===== src/otce_pkg.sv =====
package otce_pkg;

	// Fixed field widths of the input and result transactions.
	localparam int MODE_W    = 2;
	localparam int TRACK_W   = 10;
	localparam int GATE_W    = 13;
	localparam int CNT_W     = 11;

	// Track index widened so that it can be compared against any track count below 8192.
	localparam int TRK_EXT_W = 13;

	// One memory entry holds the remaining gate count and the opened mark.
	localparam int ENTRY_W   = GATE_W + 1;

	// Running counters saturate at their all-ones value.
	localparam logic [CNT_W-1:0] CNT_MAX = {CNT_W{1'b1}};

	// Result queue depth and the width of its occupancy count.
	localparam int QUEUE_DEPTH = 3;
	localparam int QCNT_W      = 2;
	localparam int QPTR_W      = 2;

	// Transaction codes carried in the mode field.
	typedef enum logic [MODE_W-1:0] {
		MODE_LOAD    = 2'd0,
		MODE_TOUCH   = 2'd1,
		MODE_RESTART = 2'd2
	} mode_t;

	// One result transaction.
	typedef struct packed {
		logic [CNT_W-1:0] open_tracks;
		logic [CNT_W-1:0] max_open;
		logic             gate_done;
	} out_item_t;

endpackage


===== src/otce_if.sv =====


// Result channel: counts after each transaction.
interface otce_out_if import otce_pkg::*; ();
	logic                 valid;
	logic                 ready;
	logic [CNT_W-1:0]     open_tracks;
	logic [CNT_W-1:0]     max_open;
	logic                 gate_done;

	modport source (output valid, output open_tracks, output max_open,
		output gate_done, input ready);
	modport sink (input valid, input open_tracks, input max_open,
		input gate_done, output ready);
endinterface


===== src/otce_out_queue.sv =====
// Three-entry result queue that drives the result channel.
module otce_out_queue import otce_pkg::*; (
	input  logic              clk,
	input  logic              arst_n,
	input  logic              push,
	input  out_item_t         push_item,
	output logic [QCNT_W-1:0] count,
	otce_out_if.source        out_ch
);

	out_item_t         entries_q [QUEUE_DEPTH];
	logic [QPTR_W-1:0] wr_ptr_q;
	logic [QPTR_W-1:0] rd_ptr_q;
	logic [QCNT_W-1:0] count_q;
	logic              pop;

	assign pop                = out_ch.valid && out_ch.ready;
	assign count              = count_q;
	assign out_ch.valid       = (count_q != '0);
	assign out_ch.open_tracks = entries_q[rd_ptr_q].open_tracks;
	assign out_ch.max_open    = entries_q[rd_ptr_q].max_open;
	assign out_ch.gate_done   = entries_q[rd_ptr_q].gate_done;

	// Payload storage needs no reset.
	always_ff @(posedge clk) begin
		if (push) begin
			entries_q[wr_ptr_q] <= push_item;
		end
	end

	// Pointers wrap at the queue depth.
	always_ff @(posedge clk or negedge arst_n) begin
		if (!arst_n) begin
			wr_ptr_q <= '0;
			rd_ptr_q <= '0;
			count_q  <= '0;
		end else begin
			if (push) begin
				wr_ptr_q <= (wr_ptr_q == QPTR_W'(QUEUE_DEPTH - 1)) ? '0 : wr_ptr_q + 1'b1;
			end
			if (pop) begin
				rd_ptr_q <= (rd_ptr_q == QPTR_W'(QUEUE_DEPTH - 1)) ? '0 : rd_ptr_q + 1'b1;
			end
			unique case ({push, pop})
				2'b10:   count_q <= count_q + 1'b1;
				2'b01:   count_q <= count_q - 1'b1;
				default: count_q <= count_q;
			endcase
		end
	end

endmodule


===== src/flat_wrapper.sv =====
// flat-port wrapper written by rule: the top's interface ports become plain ports
module otce_out_queue_flat import otce_pkg::*;
  (clk, arst_n, push, push_item, count, out_ch_valid, out_ch_open_tracks, out_ch_max_open, out_ch_gate_done, out_ch_ready);
  otce_out_if out_ch_i ();
  input  logic clk;
  input  logic arst_n;
  input  logic push;
  input  out_item_t push_item;
  output logic [QCNT_W-1:0] count;
  output wire logic [$bits(out_ch_i.valid)-1:0] out_ch_valid;
  output wire logic [$bits(out_ch_i.open_tracks)-1:0] out_ch_open_tracks;
  output wire logic [$bits(out_ch_i.max_open)-1:0] out_ch_max_open;
  output wire logic [$bits(out_ch_i.gate_done)-1:0] out_ch_gate_done;
  input wire logic [$bits(out_ch_i.ready)-1:0] out_ch_ready;
  assign out_ch_valid = out_ch_i.valid;
  assign out_ch_open_tracks = out_ch_i.open_tracks;
  assign out_ch_max_open = out_ch_i.max_open;
  assign out_ch_gate_done = out_ch_i.gate_done;
  assign out_ch_i.ready = out_ch_ready;
  otce_out_queue u_core (.clk(clk), .arst_n(arst_n), .push(push), .push_item(push_item), .count(count), .out_ch(out_ch_i));
endmodule

===== config.mk =====
export PLATFORM = sky130hd
export DESIGN_NAME = otce_out_queue_flat
export DESIGN_NICKNAME = d
export VERILOG_FILES = /design/src/otce_pkg.sv /design/src/otce_if.sv /design/src/otce_out_queue.sv /design/src/flat_wrapper.sv
export SDC_FILE = /design/constraint.sdc
export NUM_CORES = 1
export LEC_CHECK = 0
export BUFFER_PORTS_ARGS = -buffer_cell sky130_fd_sc_hd__buf_2
export CAP_MARGIN = 10
export CORE_ASPECT_RATIO = 1.1
export CORE_MARGIN = 2
export CORE_UTILIZATION = 35
export CTS_CLUSTER_DIAMETER = 60
export DETAILED_ROUTE_END_ITERATION = 8
export PLACE_DENSITY = 0.64
export RECOVER_POWER = 100
export SYNTH_ARGS = -nofsm -noshare
export SYNTH_HDL_FRONTEND = slang
export SYNTH_SLANG_ARGS = --single-unit

===== constraint.sdc =====
create_clock -name clk -period 3.6 [get_ports clk]
set_input_delay 0.18 -clock clk [delete_from_list [all_inputs] [get_ports clk]]
set_output_delay 0.18 -clock clk [all_outputs]
set_load 0.02 [all_outputs]

==> results.yml <==
run_status:
  status: "complete, but fails checks"
  violations: "capacitance limit, slew limit"
synth:
  synth_top_family_by_area: "multiplexers"
  synthCells: 172
  synth-simple-area-share: 0.04764
  ys_seq_area_frac: 0.7762
  ys_types: 23
  synthXorXnorAreaFrac: 0.009178
  synthMuxAreaShare: 0.08042
  synth-compound-area-share: 0.05288
  netlist_area_um2: 2863
  synth_seq_cells: 75
  synthAdderAreaFrac: 0.004371
  yosys_warnings: 0
  avgSynthCellArea_um2: 16.64
  synth_nets: 200
critical_path:
  worstPathRequired_ns: 3.42
  crit_family: "flip-flops"
  end_kind: "output pin"
  r2r_slack_ns: 1.50
  path_max_fanout: 49
  worst-path-buf-inv: 1
  slowest_delay_ns: 1.30
  arrival_ns: 2.22
  crit_chain: "o21ai_0 > buf_2"
  path_class: "flop to output pin"
  startpoint_type: "flop"
  worst_path_max_delay_cell: "dfrtp_1"
final_layout:
  multi_input_area_um2: 555.5
  nets: 260
  drive_gt1_frac: 0.09746
  antenna_cells: 0
  final_cell_mix: "edfxtp_1 (69), clkbuf_1 (50), nand2_1 (25), mux2i_1 (23), o21ai_1 (14)"
  fill_cells: 769
  regArea_um2: 2223
  mostFrequentLayoutCell: "edfxtp_1"
  syn_to_final_growth_pct: 17.18
timing:
  fin_crit_sh: 0.6679
  slew_viol_final: 25
  tightestPinTransition_ns: 1.528
  maxSlewHeadroom: -0.01868
  fin_ws_ns: 1.196
  rsz0062_at_grt: "false"
  finalSetupViolCount: 0
  fmax_ghz: 0.4159
  tns_ns: 0
  finalHoldViolCount: 0
  skew_ns: 0.007991
  fin_crit_ns: 2.404
clock_tree:
  root_buffer: "clkbuf_8"
  cts_max_level: 3
  hold_buffers: 1
  cts_setup_buffers: 0
  cts-buffers-inserted: 9
  clkSinkCount: 75
  clk_pin_slew_worst_paths_ns: 0.07
  clock_path_buffers: 2
  cts_tree: "yes"
  clock_latency_ns: 0.34
  cts.repair.resized: 0
global_routing:
  grt_pass1_vias: 1550
  grt_pass1_wl_mm: 7.838
  grt_max_degree: 50
  antenna_found_initial: 0
  track_usage: 0.1179
  gr-total-overflow: 0
placed_design:
  place_congestion: 0.6786
  hpwl_mm: 2.904
  post-place-ws_ns: 1.971
  port-buffer-count: 52
floorplanning:
  die_h_um: 98.86
  core_um2: 7913
  start_util: 0.3618
  rows: 34
  ioPinCount: 53
  die_w_um: 90.23
  dieArea_um2: 8920
drt:
  drc: 0
  via_count: 1504
  post_drt_via_cell_ratio: 4.372
  postRouteAntennaNets: 0
  drt_iter0_drc: 160
  drt_pass1_iterations: 4
  wirelength_mm: 4.876
  wl_per_cell_um: 14.17
pwr:
  peakVddDrop_mv: 0.3957
  power.density_nw_per_um2: 825.3
  p_leak_nw: 1.147
job:
  cap_violations: 1
min_path:
  min_path_type: "input port to flop"
synthesized netlist by cell type:
master,n,area (um^2)
nor3_2,1,10.01
buf_6,1,11.26
or2_2,1,6.260
ha_1,1,12.51
inv_1,2,7.510
o21ai_2,1,8.760
nor2_1,2,7.510
a21o_1,3,22.52
dfrtp_1,6,150.1
xnor2_1,2,17.52
xor2_1,1,8.760
o21ai_0,6,30.03
edfxtp_1,69,2072
o21ai_1,18,90.09
buf_12,2,40.04
buf_4,1,7.510
nand2b_1,1,6.260
mux2i_1,23,230.2
clkbuf_1,2,7.510
buf_2,2,10.01
nand2_1,25,93.84
nor3b_1,1,7.510
nor3_1,1,5.000
stage by stage:
stage	instance area [um^2]	util	instances	hold slack (ns)	total power [W]
4_1_cts	3442	0.4350	344	0.02078	0.002868
2_1_floorplan	2863	-	172	-0.1156	0.001936
3_3_place_gp	3227	0.4078	328	0.01060	0.002176
3_5_place_dp	3227	0.4078	328	0.01738	0.002196
5_1_grt	3354	0.4239	344	0.05674	0.002953
6_report	3354	0.4239	344	0.07144	0.002768
logic make-up (layout without fill, tap and decap cells):
logic type,Yosys count,after routing
simple gates,32,32
mux,23,23
fa+ha+maj,1,1
flops,75,75
compound gates,28,28
xor+xnor,3,3
buf+inv,10,74
layer usage:
metal	global-route usage	share of wire
met1	0.1401	0.44
met2	0.1926	0.50
met3	0.04358	0.049
met4	0.05325	0.0090
met5	0	0
area by class of cell:
cell class              instances  share of cell area
well taps                     108             0.04028
inverters                       2            0.002238
clock buffers                   9             0.03693
clock inverters                 6             0.02424
flip-flops and latches         75              0.6628
multi-input cells              87              0.1656
repair buffers                 57             0.06788
sequential cells by signal, indices dropped and copies added (netlist names):
name              flops
u_core.count          2
u_core.wr_ptr_q       2
u_core.rd_ptr_q       2
u_core.entries_q     69
final timing paths:
path	from	to	depth (start not counted)
setup / recovery	u_core.rd_ptr_q[1]	out_ch_open_tracks[9]	2
hold / removal	push_item[18]	u_core.entries_q[2][18]	1
setup reg to reg	u_core.wr_ptr_q[1]	u_core.entries_q[0][17]	2
hold reg to reg	u_core.count[1]	u_core.count[1]	1
max in group asynchronous	arst_n	u_core.rd_ptr_q[0]	2
min in group asynchronous	arst_n	u_core.count[1]	2
report_power, final:
part / internal (W) / switching (W) / total [W]
combinational: 0.000274 / 0.000503 / 0.000777
sequential: 0.00113 / 0.000192 / 0.00132
clock: 0.000382 / 0.000288 / 0.000670
Note: power is estimated with default switching activity, not from simulation.
